File: src/rtl/core/mec_pkg.sv
// mec_pkg: shared widths, register indexes, reset values, types and palette
// for the escape-time colorizer core; depends on nothing
package mec_pkg;

    localparam int PixW     = 12;
    localparam int CoordW   = 32;
    localparam int StepW    = 31;
    localparam int IterW    = 16;
    localparam int ColorW   = 8;
    localparam int ProdW    = 64;
    localparam int FracBits = 28;
    localparam int CfgIdxW  = 3;
    localparam int CfgDataW = 32;

    localparam logic [CfgIdxW-1:0] REG_REAL_MIN  = 3'd0;
    localparam logic [CfgIdxW-1:0] REG_IMAG_MIN  = 3'd1;
    localparam logic [CfgIdxW-1:0] REG_REAL_STEP = 3'd2;
    localparam logic [CfgIdxW-1:0] REG_IMAG_STEP = 3'd3;
    localparam logic [CfgIdxW-1:0] REG_MAX_ITER  = 3'd4;

    localparam logic signed [CoordW-1:0] RST_REAL_MIN  = -32'sd50465866;
    localparam logic signed [CoordW-1:0] RST_IMAG_MIN  = 32'sd148713243;
    localparam logic [StepW-1:0]         RST_REAL_STEP = 31'd11534;
    localparam logic [StepW-1:0]         RST_IMAG_STEP = 31'd13107;
    localparam logic [IterW-1:0]         RST_MAX_ITER  = 16'd200;

    // 4.0 in q4.28
    localparam logic [CoordW-1:0] ESCAPE_LIMIT = 32'h4000_0000;
    localparam logic [StepW-1:0]  SQ_MAX       = 31'h7FFF_FFFF;

    typedef struct packed {
        logic signed [CoordW-1:0] real_min;
        logic signed [CoordW-1:0] imag_min;
        logic [StepW-1:0]         real_step;
        logic [StepW-1:0]         imag_step;
        logic [IterW-1:0]         max_iter;
    } cfg_t;

    typedef struct packed {
        logic             done;
        logic [IterW-1:0] count;
    } eng_res_t;

    typedef struct packed {
        logic [ColorW-1:0] red;
        logic [ColorW-1:0] green;
        logic [ColorW-1:0] blue;
    } rgb_t;

    localparam rgb_t INSIDE_RGB = '{red: 8'd16, green: 8'd16, blue: 8'd16};

    function automatic logic signed [CoordW-1:0] sat32(input logic signed [ProdW-1:0] v);
        logic signed [CoordW-1:0] r;
        if (v > $signed(64'sh0000_0000_7FFF_FFFF))
            r = 32'sh7FFF_FFFF;
        else if (v < $signed(64'shFFFF_FFFF_8000_0000))
            r = 32'sh8000_0000;
        else
            r = v[CoordW-1:0];
        return r;
    endfunction

    function automatic rgb_t palette(input logic [3:0] idx);
        rgb_t c;
        unique case (idx)
            4'd0:  c = '{8'd66,  8'd30,  8'd15};
            4'd1:  c = '{8'd25,  8'd7,   8'd26};
            4'd2:  c = '{8'd9,   8'd1,   8'd47};
            4'd3:  c = '{8'd4,   8'd4,   8'd73};
            4'd4:  c = '{8'd0,   8'd7,   8'd100};
            4'd5:  c = '{8'd12,  8'd44,  8'd138};
            4'd6:  c = '{8'd24,  8'd82,  8'd177};
            4'd7:  c = '{8'd57,  8'd125, 8'd209};
            4'd8:  c = '{8'd134, 8'd181, 8'd229};
            4'd9:  c = '{8'd211, 8'd236, 8'd248};
            4'd10: c = '{8'd241, 8'd233, 8'd191};
            4'd11: c = '{8'd248, 8'd201, 8'd95};
            4'd12: c = '{8'd255, 8'd170, 8'd0};
            4'd13: c = '{8'd204, 8'd128, 8'd0};
            4'd14: c = '{8'd153, 8'd87,  8'd0};
            default: c = '{8'd106, 8'd52, 8'd3};
        endcase
        return c;
    endfunction

endpackage

File: src/rtl/core/mec_pixel_if.sv
// mec_pixel_if: valid/ready channel carrying one pixel coordinate word
// depends on mec_pkg
interface mec_pixel_if;
    logic                      valid;
    logic                      ready;
    logic [mec_pkg::PixW-1:0]  pixel_x;
    logic [mec_pkg::PixW-1:0]  pixel_y;

    modport source (output valid, output pixel_x, output pixel_y, input ready);
    modport sink   (input valid, input pixel_x, input pixel_y, output ready);
endinterface

File: src/rtl/core/mec_color_if.sv
// mec_color_if: valid/ready channel carrying one colored result word
// depends on mec_pkg
interface mec_color_if;
    logic                        valid;
    logic                        ready;
    logic [mec_pkg::ColorW-1:0]  red;
    logic [mec_pkg::ColorW-1:0]  green;
    logic [mec_pkg::ColorW-1:0]  blue;
    logic [mec_pkg::IterW-1:0]   iterations;

    modport source (output valid, output red, output green, output blue,
                    output iterations, input ready);
    modport sink   (input valid, input red, input green, input blue,
                    input iterations, output ready);
endinterface

File: src/rtl/core/mec_mult.sv
// mec_mult: shared signed 32x32 multiplier with registered 64 bit product
// depends on mec_pkg
module mec_mult (
    input  logic                               clk,
    input  logic signed [mec_pkg::CoordW-1:0]  a,
    input  logic signed [mec_pkg::CoordW-1:0]  b,
    output logic signed [mec_pkg::ProdW-1:0]   p_reg
);

    always_ff @(posedge clk)
    begin
        p_reg <= a * b;
    end

endmodule

File: src/rtl/core/mec_engine.sv
// mec_engine: sequencer for coordinate setup and z = z^2 + c iteration
// depends on mec_pkg and mec_mult
module mec_engine (
    input  logic                          clk,
    input  logic                          rst_n,
    input  logic                          start,
    input  logic [mec_pkg::PixW-1:0]      pixel_x,
    input  logic [mec_pkg::PixW-1:0]      pixel_y,
    input  mec_pkg::cfg_t                 cfg,
    input  logic                          take,
    output mec_pkg::eng_res_t             res,
    output logic                          idle
);

    localparam logic [3:0] S_IDLE  = 4'd0;
    localparam logic [3:0] S_CR    = 4'd1;
    localparam logic [3:0] S_CI    = 4'd2;
    localparam logic [3:0] S_SNAP  = 4'd3;
    localparam logic [3:0] S_CHECK = 4'd4;
    localparam logic [3:0] S_CROSS = 4'd5;
    localparam logic [3:0] S_SQR   = 4'd6;
    localparam logic [3:0] S_SQI   = 4'd7;
    localparam logic [3:0] S_DONE  = 4'd8;

    logic [3:0] state_reg, state_next;

    logic [mec_pkg::PixW-1:0]          px_reg, py_reg;
    logic signed [mec_pkg::CoordW-1:0] cr_reg, ci_reg, zr_reg, zi_reg;
    logic [mec_pkg::StepW-1:0]         sqr_reg, sqi_reg;
    logic [mec_pkg::IterW-1:0]         count_reg;

    logic signed [mec_pkg::CoordW-1:0] mul_a, mul_b;
    logic signed [mec_pkg::ProdW-1:0]  p_reg;

    logic signed [mec_pkg::CoordW-1:0] coord_base, coord;
    logic [mec_pkg::CoordW:0]          ci_mag;
    logic                              snap;
    logic signed [mec_pkg::CoordW-1:0] zr_new, zi_new;
    logic [mec_pkg::ProdW-1:0]         sq_wide;
    logic [mec_pkg::StepW-1:0]         sq_sat;
    logic [mec_pkg::CoordW-1:0]        mag_sum;
    logic                              cont;

    mec_mult u_mult (
        .clk   (clk),
        .a     (mul_a),
        .b     (mul_b),
        .p_reg (p_reg)
    );

    always_comb
    begin
        mul_a = '0;
        mul_b = '0;
        unique case (state_reg)
            S_CR:
            begin
                mul_a = $signed({20'd0, px_reg});
                mul_b = $signed({1'b0, cfg.real_step});
            end
            S_CI:
            begin
                mul_a = $signed({20'd0, py_reg});
                mul_b = $signed({1'b0, cfg.imag_step});
            end
            S_CHECK:
            begin
                mul_a = zr_reg;
                mul_b = zi_reg;
            end
            S_CROSS:
            begin
                mul_a = zr_reg;
                mul_b = zr_reg;
            end
            S_SQR:
            begin
                mul_a = zi_reg;
                mul_b = zi_reg;
            end
            default:
            begin
                mul_a = '0;
                mul_b = '0;
            end
        endcase
    end

    always_comb
    begin
        coord_base = (state_reg == S_CI) ? cfg.real_min : cfg.imag_min;
        coord      = mec_pkg::sat32(64'(coord_base) + p_reg);
        ci_mag     = coord[mec_pkg::CoordW-1] ? (33'd0 - 33'(coord)) : 33'(coord);
        snap       = ({ci_mag, 1'b0} < {3'd0, cfg.imag_step});

        zr_new  = mec_pkg::sat32(64'($signed({1'b0, sqr_reg}))
                                 - 64'($signed({1'b0, sqi_reg}))
                                 + 64'(cr_reg));
        zi_new  = mec_pkg::sat32((p_reg >>> (mec_pkg::FracBits - 1)) + 64'(ci_reg));

        sq_wide = 64'(p_reg) >> mec_pkg::FracBits;
        sq_sat  = (sq_wide > 64'(mec_pkg::SQ_MAX)) ? mec_pkg::SQ_MAX
                                                  : sq_wide[mec_pkg::StepW-1:0];

        mag_sum = {1'b0, sqr_reg} + {1'b0, sqi_reg};
        cont    = (count_reg < cfg.max_iter) && (mag_sum < mec_pkg::ESCAPE_LIMIT);
    end

    always_comb
    begin
        state_next = state_reg;
        unique case (state_reg)
            S_IDLE:  if (start) state_next = S_CR;
            S_CR:    state_next = S_CI;
            S_CI:    state_next = S_SNAP;
            S_SNAP:  state_next = S_CHECK;
            S_CHECK: state_next = cont ? S_CROSS : S_DONE;
            S_CROSS: state_next = S_SQR;
            S_SQR:   state_next = S_SQI;
            S_SQI:   state_next = S_CHECK;
            S_DONE:  if (take) state_next = S_IDLE;
            default: state_next = S_IDLE;
        endcase
    end

    always_ff @(posedge clk or negedge rst_n)
    begin
        if (!rst_n)
            state_reg <= S_IDLE;
        else
            state_reg <= state_next;
    end

    always_ff @(posedge clk)
    begin
        if (state_reg == S_IDLE && start)
        begin
            px_reg <= pixel_x;
            py_reg <= pixel_y;
        end
        if (state_reg == S_CI)
            cr_reg <= coord;
        if (state_reg == S_SNAP)
        begin
            ci_reg    <= snap ? '0 : coord;
            zr_reg    <= '0;
            zi_reg    <= '0;
            sqr_reg   <= '0;
            sqi_reg   <= '0;
            count_reg <= '0;
        end
        if (state_reg == S_CHECK && cont)
            zr_reg <= zr_new;
        if (state_reg == S_CROSS)
            zi_reg <= zi_new;
        if (state_reg == S_SQR)
        begin
            sqr_reg   <= sq_sat;
            count_reg <= count_reg + 16'd1;
        end
        if (state_reg == S_SQI)
            sqi_reg <= sq_sat;
    end

    assign idle       = (state_reg == S_IDLE);
    assign res.done   = (state_reg == S_DONE);
    assign res.count  = count_reg;

endmodule

File: src/rtl/core/mandelbrot_escape_time_colorizer_core.sv
// mandelbrot_escape_time_colorizer_core: top level with config registers,
// pixel and color channels, palette lookup; depends on mec_pkg, mec_engine,
// mec_pixel_if and mec_color_if
//
// channel  | dir | word
// ---------+-----+-------------------------------------------
// pixel    | in  | pixel_x, pixel_y (12 bit each)
// color    | out | red, green, blue (8 bit each), iterations (16 bit)
// cfg      | in  | cfg_we, cfg_index (3 bit), cfg_data (32 bit)
//
// a word runs coordinate setup, then N iterations, then S_DONE; N = iterations
// all products go through one 32x32 multiplier: two for the coordinate, three
// per iteration; pixel.ready is high only while the sequencer is idle
// the output register holds one finished word so a new pixel can be taken
// while color is stalled; reset loads the default view and limit 200
module mandelbrot_escape_time_colorizer_core (
    input  logic                              clk,
    input  logic                              rst_n,
    input  logic                              cfg_we,
    input  logic [mec_pkg::CfgIdxW-1:0]       cfg_index,
    input  logic [mec_pkg::CfgDataW-1:0]      cfg_data,
    mec_pixel_if.sink                         pixel,
    mec_color_if.source                       color
);

    mec_pkg::cfg_t     cfg_reg;
    mec_pkg::eng_res_t res;
    mec_pkg::rgb_t     rgb_reg, rgb_next;
    logic              idle;
    logic              take;
    logic              out_valid_reg;
    logic [mec_pkg::IterW-1:0] iter_reg;

    always_ff @(posedge clk or negedge rst_n)
    begin
        if (!rst_n)
        begin
            cfg_reg.real_min  <= mec_pkg::RST_REAL_MIN;
            cfg_reg.imag_min  <= mec_pkg::RST_IMAG_MIN;
            cfg_reg.real_step <= mec_pkg::RST_REAL_STEP;
            cfg_reg.imag_step <= mec_pkg::RST_IMAG_STEP;
            cfg_reg.max_iter  <= mec_pkg::RST_MAX_ITER;
        end
        else if (cfg_we)
        begin
            unique case (cfg_index)
                mec_pkg::REG_REAL_MIN:  cfg_reg.real_min  <= $signed(cfg_data);
                mec_pkg::REG_IMAG_MIN:  cfg_reg.imag_min  <= $signed(cfg_data);
                mec_pkg::REG_REAL_STEP: cfg_reg.real_step <= cfg_data[mec_pkg::StepW-1:0];
                mec_pkg::REG_IMAG_STEP: cfg_reg.imag_step <= cfg_data[mec_pkg::StepW-1:0];
                mec_pkg::REG_MAX_ITER:  cfg_reg.max_iter  <= cfg_data[mec_pkg::IterW-1:0];
                default: ;
            endcase
        end
    end

    mec_engine u_engine (
        .clk     (clk),
        .rst_n   (rst_n),
        .start   (pixel.valid && idle),
        .pixel_x (pixel.pixel_x),
        .pixel_y (pixel.pixel_y),
        .cfg     (cfg_reg),
        .take    (take),
        .res     (res),
        .idle    (idle)
    );

    assign pixel.ready = idle;
    assign take        = res.done && (!out_valid_reg || color.ready);

    always_comb
    begin
        if (res.count == cfg_reg.max_iter)
            rgb_next = mec_pkg::INSIDE_RGB;
        else
            rgb_next = mec_pkg::palette(res.count[3:0]);
    end

    always_ff @(posedge clk or negedge rst_n)
    begin
        if (!rst_n)
            out_valid_reg <= 1'b0;
        else if (take)
            out_valid_reg <= 1'b1;
        else if (color.ready)
            out_valid_reg <= 1'b0;
    end

    always_ff @(posedge clk)
    begin
        if (take)
        begin
            rgb_reg  <= rgb_next;
            iter_reg <= res.count;
        end
    end

    assign color.valid      = out_valid_reg;
    assign color.red        = rgb_reg.red;
    assign color.green      = rgb_reg.green;
    assign color.blue       = rgb_reg.blue;
    assign color.iterations = iter_reg;

endmodule

File: src/flat_wrapper.sv
// flat-port wrapper written by rule: the top's interface ports become plain ports
module mandelbrot_escape_time_colorizer_core_flat 
  (clk, rst_n, cfg_we, cfg_index, cfg_data, pixel_valid, pixel_pixel_x, pixel_pixel_y, pixel_ready, color_valid, color_red, color_green, color_blue, color_iterations, color_ready);
  mec_pixel_if pixel_i ();
  mec_color_if color_i ();
  input  logic clk;
  input  logic rst_n;
  input  logic cfg_we;
  input  logic [mec_pkg::CfgIdxW-1:0] cfg_index;
  input  logic [mec_pkg::CfgDataW-1:0] cfg_data;
  input wire logic [$bits(pixel_i.valid)-1:0] pixel_valid;
  input wire logic [$bits(pixel_i.pixel_x)-1:0] pixel_pixel_x;
  input wire logic [$bits(pixel_i.pixel_y)-1:0] pixel_pixel_y;
  output wire logic [$bits(pixel_i.ready)-1:0] pixel_ready;
  output wire logic [$bits(color_i.valid)-1:0] color_valid;
  output wire logic [$bits(color_i.red)-1:0] color_red;
  output wire logic [$bits(color_i.green)-1:0] color_green;
  output wire logic [$bits(color_i.blue)-1:0] color_blue;
  output wire logic [$bits(color_i.iterations)-1:0] color_iterations;
  input wire logic [$bits(color_i.ready)-1:0] color_ready;
  assign pixel_i.valid = pixel_valid;
  assign pixel_i.pixel_x = pixel_pixel_x;
  assign pixel_i.pixel_y = pixel_pixel_y;
  assign pixel_ready = pixel_i.ready;
  assign color_valid = color_i.valid;
  assign color_red = color_i.red;
  assign color_green = color_i.green;
  assign color_blue = color_i.blue;
  assign color_iterations = color_i.iterations;
  assign color_i.ready = color_ready;
  mandelbrot_escape_time_colorizer_core u_core (.clk(clk), .rst_n(rst_n), .cfg_we(cfg_we), .cfg_index(cfg_index), .cfg_data(cfg_data), .pixel(pixel_i), .color(color_i));
endmodule
File: config.mk
export PLATFORM = sky130hd
export DESIGN_NAME = mandelbrot_escape_time_colorizer_core_flat
export DESIGN_NICKNAME = d
export VERILOG_FILES = /design/src/rtl/core/mec_pkg.sv /design/src/rtl/core/mec_pixel_if.sv /design/src/rtl/core/mec_color_if.sv /design/src/rtl/core/mec_mult.sv /design/src/rtl/core/mec_engine.sv /design/src/rtl/core/mandelbrot_escape_time_colorizer_core.sv /design/src/flat_wrapper.sv
export SDC_FILE = /design/constraint.sdc
export NUM_CORES = 2
export LEC_CHECK = 0
export ABC_AREA = 1
export BUFFER_PORTS_ARGS = -buffer_cell sky130_fd_sc_hd__buf_2
export CAP_MARGIN = 10
export CORE_ASPECT_RATIO = 0.7
export CORE_MARGIN = 5
export CORE_UTILIZATION = 54
export DETAILED_ROUTE_END_ITERATION = 10
export PLACE_DENSITY = 0.7
export SLEW_MARGIN = 20
export SYNTH_ARGS = -nofsm -noshare
export SYNTH_HDL_FRONTEND = slang
export SYNTH_SLANG_ARGS = --single-unit
File: constraint.sdc
create_clock -name clk -period 18.65 [get_ports clk]
set_input_delay 1.865 -clock clk [delete_from_list [all_inputs] [get_ports clk]]
set_output_delay 1.865 -clock clk [all_outputs]
set_load 0.05 [all_outputs]
# ---- Yosys cells after proc, flatten, opt, wreduce, memory -nomap -nowiden
# Memory sizes are Yosys's and may differ from the RTL's. A register that Yosys moved wholly into a read port is not among the register bits.
# Cells that the tools add are included.
dict set report word_totals {
  reg_bits 457
  mem_count 1
  elab_cells 100
  output_inout_bits 42
  mem_bits_ro 384
}
dict set report op_classes {
  n_addsub 7
  reduce_logical 23
  mul 1
  mux 25
  magnitude_cmp 10
  n_eq_ne 15
}
# memory depth width read_ports rd_ports_with_merged_regs write_ports line
set mem_list {}
lappend mem_list {{(no name shown)} 16 24 1 1 0 mec_pkg.sv:65} ;# unique case (idx)
# op n
set ops {}
lappend ops {{32-bit two-way mux} 10}
lappend ops {{32-bit one-hot mux with 4 select lines} 2}
lappend ops {{31-bit two-way mux} 4}
lappend ops {{32-bit by 64-bit adder with 64-bit output} 1}
lappend ops {{64-bit by 32-bit > comparator with 1-bit output (second input constant)} 1}
lappend ops {{64-bit by 32-bit less-than comparator with 1-bit output (second input constant)} 1}
lappend ops {{32-bit by 32-bit multiplier with 64-bit output} 1}
lappend ops {{37-bit by 32-bit adder with 38-bit output} 1}
lappend ops {{38-bit by 32-bit > comparator with 1-bit output (second input constant)} 1}
lappend ops {{38-bit by 32-bit less-than comparator with 1-bit output (second input constant)} 1}
lappend ops {{36-bit by 31-bit > comparator with 1-bit output (second input constant)} 1}
lappend ops {{34-bit by 31-bit less-than comparator with 1-bit output} 1}
lappend ops {{32-bit by 32-bit adder with 33-bit output} 1}
lappend ops {{33-bit by 32-bit > comparator with 1-bit output (second input constant)} 1}
lappend ops {{33-bit by 32-bit less-than comparator with 1-bit output (second input constant)} 1}
lappend ops {{33-bit two-way mux} 1}
lappend ops {{1-bit by 32-bit subtractor with 33-bit output (first input constant)} 1}
lappend ops {{31-bit by 31-bit adder with 32-bit output} 1}
lappend ops {{32-bit by 31-bit less-than comparator with 1-bit output (second input constant)} 1}
lappend ops {{16-bit two-way mux} 2}
lappend ops {{4-bit one-hot mux with 8 select lines} 1}
lappend ops {{31-bit by 31-bit subtractor with 32-bit output} 1}
lappend ops {{16-bit by 1-bit adder with 16-bit output (second input constant)} 1}
lappend ops {{16-bit == test} 1}
lappend ops {{other kinds (19)} 43}

# ---- Longest topological paths before layout
dict set report logic_depth {
  depth_word 9
  ltp_mapped 55
}

# ---- By module
# A second synthesis with hierarchy kept.
dict set report hier_totals {
  hier_cells 9487
  hier_area_um2 71984.0
}
# mod area_per_inst_um2 seq_area_each_um2 instances cells_per_inst
set modules_own_cells {}
lappend modules_own_cells {mec_mult 39925.8 1281.2 1 5061}
lappend modules_own_cells {mec_engine 24673.7 7006.7 1 3671}
lappend modules_own_cells {mandelbrot_escape_time_colorizer_core 7384.6 4852.2 1 755}

# ---- Worst setup path before layout
# Ideal clock, no wire load.
dict set report synth_path {
  kind {reg2reg}
  start {reg u_core.u_engine.state_reg[3]}
  end {reg u_core.u_engine.u_mult.p_reg[63] (netlist name)}
  period_less_slack_ns 8.457
  arrival_time_ns 8.331
  path_stages_with_launch 38
  path_slack_ns 10.193
  path_cell_list {dfrtp_1 nor2_1 inv_1 nor2_1 clkbuf_1 nand2_1 o21ai_0 nor2_1 inv_1 clkbuf_1 buf_1 nand2_1 fa_1 inv_1 fa_1 inv_1 fa_1 fa_1 [2 not listed] fa_1 inv_1 fa_1 fa_1 inv_1 ha_1 a21oi_1 inv_1 a31oi_1 a21boi_0 o21ai_0 a31oi_1 o21ai_0 nand2_1 nand2_1 a21oi_1 o21ai_0 xor2_1}
}
dict set report synth_via {
  elab_chain_cells 4
}
# item line
set synth_lines {}
lappend synth_lines {{start: declaration} mec_engine.sv:25} ;# logic [3:0] state_reg, state_next;
lappend synth_lines {{start signal: assignment} mec_engine.sv:131} ;# state_reg <= state_next;
lappend synth_lines {{4-bit by 3-bit == test with 1-bit output} mec_engine.sv:55} ;# unique case (state_reg)
lappend synth_lines {{2-bit OR reduction (no source line)} -}
lappend synth_lines {{32-bit one-hot mux with 4 select lines} mec_engine.sv:55}
lappend synth_lines {{32-bit by 32-bit multiplier with 64-bit output *} mec_mult.sv:12} ;# p_reg <= a * b;
lappend synth_lines {{end signal: assignment} mec_mult.sv:12}
lappend synth_lines {{end: declaration} mec_mult.sv:7} ;# output logic signed [mec_pkg::ProdW-1:0] p_reg
# Every way passes the cells marked *; elsewhere a longest branch is shown, timed or not.
# A chain may end at the register's enable or synchronous reset.

# ---- Worst setup path after layout
dict set report layout_path {
  start {reg u_core.u_engine.state_reg[0]}
  end {reg u_core.u_engine.u_mult.p_reg[63] (netlist name)}
}
# The elaborated chain is that of the path after synthesis.

==> results.md <==
- Synth async-reset ratio: 0.3056
- Pre-CTS setup slack: 7.679 ns
- Critical path origin: u_core.u_engine.state_reg[0]
- Die X: 434.5 um
- Sink Count: 481
- P&R area growth vs syn: 5.942%
- Period minus WS final: 11.71 ns
- Core area: 125700 um^2
- Worst skew pair latency: 0.65 ns
- Per-cell routed wire length: 24.56 um
- Family with the most delay on the worst path: adder cells
- Relative slew slack: 0.1505
- Worst-path clk slew: 0.07 ns
- Synth area leaders: fa_1 32%, edfxtp_1 12%, nand2_1 11%
- Initial antenna violation count: 13
- Top cell type's share of synthesized area: 0.3192
- Critical R2R Launch: u_core.u_engine.state_reg[0]
- H-tree depth: 2
- Max clock buf depth: 3
- Seq/Total Area, Yosys: 0.1929
- Fin Setup TNS: 0 ns
- Iteration-0 DRC Markers: 7109
- Crit. End Element: flip-flop
- Clock skew: 0.04376 ns
- RD Place Congestion: 1.058
- Hold Buf Count CTS: 0
- Hold_sp: u_core.cfg_reg[14]
- Final setup viols: 0
- Pin count of the biggest net entering global routing: 88
- Inserted Clock Buffers: 47
- GRT Util Overall: 0.3737
- Post-DRT Antenna Nets: 0
- Number of flip-flops in the largest register: 142
- DP HPWL: 201500 um
- Maximum fanout along the worst path: 33
- GRT overflow: 0
- Setup crit start kind: flip-flop
- Outcome: finished clean
- Worst EP required: 19.22 ns
- Total Die Area: 133400 um^2
- Drt via density: 5.698
- Vias in the first global route: 56155
- Final Hold Viols: 0
- Post-synthesis cell area: 68100 um^2
- Slew Limit Fails: 0
- Worst Setup Slack, final: 6.940 ns
- Final routed DRC violation total: 0
- FP Rows: 109
- Yosys reg bits: 481
- Distinct cells, synth: 68
- Synthesized area per cell: 8.125 um^2
- Synth area leader: fa_1
- Final core occ: 0.5738
- CP arrival: 12.28 ns
- Root Driver: clkbuf_16
- IO Pins: 106
- Cell mode on critical path: fa_1
- Via count: 57377
- Share of layout cells above drive strength 1: 0.05992
- Critical path type: reg -> reg
- First-pass DRT Iterations: 8
- Worst Tran Pin Value: 1.265 ns
- TritonCTS clock tree: yes
- Hold Crit Class: reg -> reg
- CP bufs+invs: 8
- Maximum operating frequency: 85.40 MHz
- RSZ-0062 raised after global routing: false
- Max-Cap Viols: 0
- Number of synthesized flops with an enable pin: 270
- Syn Inst Count: 8382
- CP max-delay cell: clkinv_1
- Cts repair resizes: 0
- Final wirelength: 247300 um
- Prevailing post-synth register cell: edfxtp_1
- Die Y: 307.1 um
- Syn nets: 9971
- Critical Path Max Stage Delay: 1.14 ns
- Fin crit share: 0.6279
- First-pass GRT wire length: 366700 um
- Initial Util: 0.5416
- Number of port buffers: 105
- Final nets: 9946
- Setup Buffers After CTS: 0
- YS warnings: 0
## area by class of cell
| cell class | instances | area (um^2) |
|---|---|---|
| Antenna cell | 10 | 25.02 |
| Clock buffer | 64 | 1334 |
| Clock inverter | 23 | 212.7 |
| Fill cell | 11565 | 53600 |
| Inverter | 1940 | 7284 |
| Multi-Input combinational cell | 5688 | 46800 |
| Sequential cell | 481 | 13140 |
| Tap cell | 1665 | 2083 |
| Timing Repair Buffer | 199 | 1265 |
## layout by cell type, fill, tap and decap left out, drive strengths merged, types with 39 or more instances in the layout
cell,instances
o22ai,39
dfxtp,64
nor2,705
nor3,70
dfstp,58
ha,439
nand2,1964
o21ai,370
xor2,145
buf,199
fa,1086
inv,1931
clkbuf,64
xnor2,69
a21oi,395
nand3,166
edfxtp,270
dfrtp,89
nand4,40
## metrics by stage
step,cells,hold slack [ns],area [um^2]
global route,10062,0.5040,72130
CTS,10059,0.4899,72080
global placement,9970,0.4662,70500
finish,10070,0.4870,72150
detailed placement,9972,0.4743,70530
floorplan,8382,0.4530,68100
## final timing paths
check                                              endpoint  slack (ns)  cells after the start
max                        u_core.u_engine.u_mult.p_reg[63]        6.94                     34
max reg2reg                u_core.u_engine.u_mult.p_reg[63]        6.94                     34
min in group asynchronous                 u_core.cfg_reg[8]        1.28                      1
min                                      u_core.cfg_reg[14]        0.49                      2
max in group asynchronous                u_core.cfg_reg[26]       16.12                      2
min reg2reg                              u_core.cfg_reg[14]        0.49                      2
## kinds of logic (layout without fill, tap and decap cells)
logic type / after synthesis / in the layout / share of synthesized area
AO/OA/AOI/OAI: 967 / 967 / 0.07999
buffers and inverters: 2213 / 2226 / 0.1239
AND/OR/NAND/NOR: 2982 / 2982 / 0.1755
flip-flops: 481 / 481 / 0.1929
adder cells (fa/ha/maj): 1525 / 1525 / 0.3999
other: 0 / 10 / 0
XOR/XNOR: 214 / 214 / 0.02780
## worst min-delay path: cells and delay by family, from the launching register on
family | cells | cell delay (ns)
flops | 1 | 0.34
compound gates | 1 | 0.06
simple gates | 1 | 0.05
## routing by layer
| layer | part of all wire | routed length (um) | GRT usage |
|---|---|---|---|
| met5 | 0.00017 | 42 | 0 |
| met4 | 0.030 | 7498 | 0.09534 |
| met3 | 0.15 | 37720 | 0.1524 |
| met2 | 0.38 | 94710 | 0.4950 |
| met1 | 0.43 | 107400 | 0.5646 |
## cell usage after synthesis (14+ instances only)
master    instances
edfxtp_1        270
inv_1          1903
o21bai_1         28
dfxtp_1          64
o21ai_0         361
dfstp_2          58
ha_1            439
a31oi_1          29
buf_1            25
inv_2            24
a21oi_2          30
a21oi_1         365
clkbuf_1        230
fa_1           1086
nand3_1         162
o21a_1           14
o22ai_1          39
nor2_1          687
xnor2_1          68
nand2_1        1929
xor2_1          145
dfrtp_1          89
nor3_1           69
nand4_1          40
nand2_2          28
Power is not shown: default switching activity piles up to over one toggle a cycle in this logic, so the estimate is an artifact.
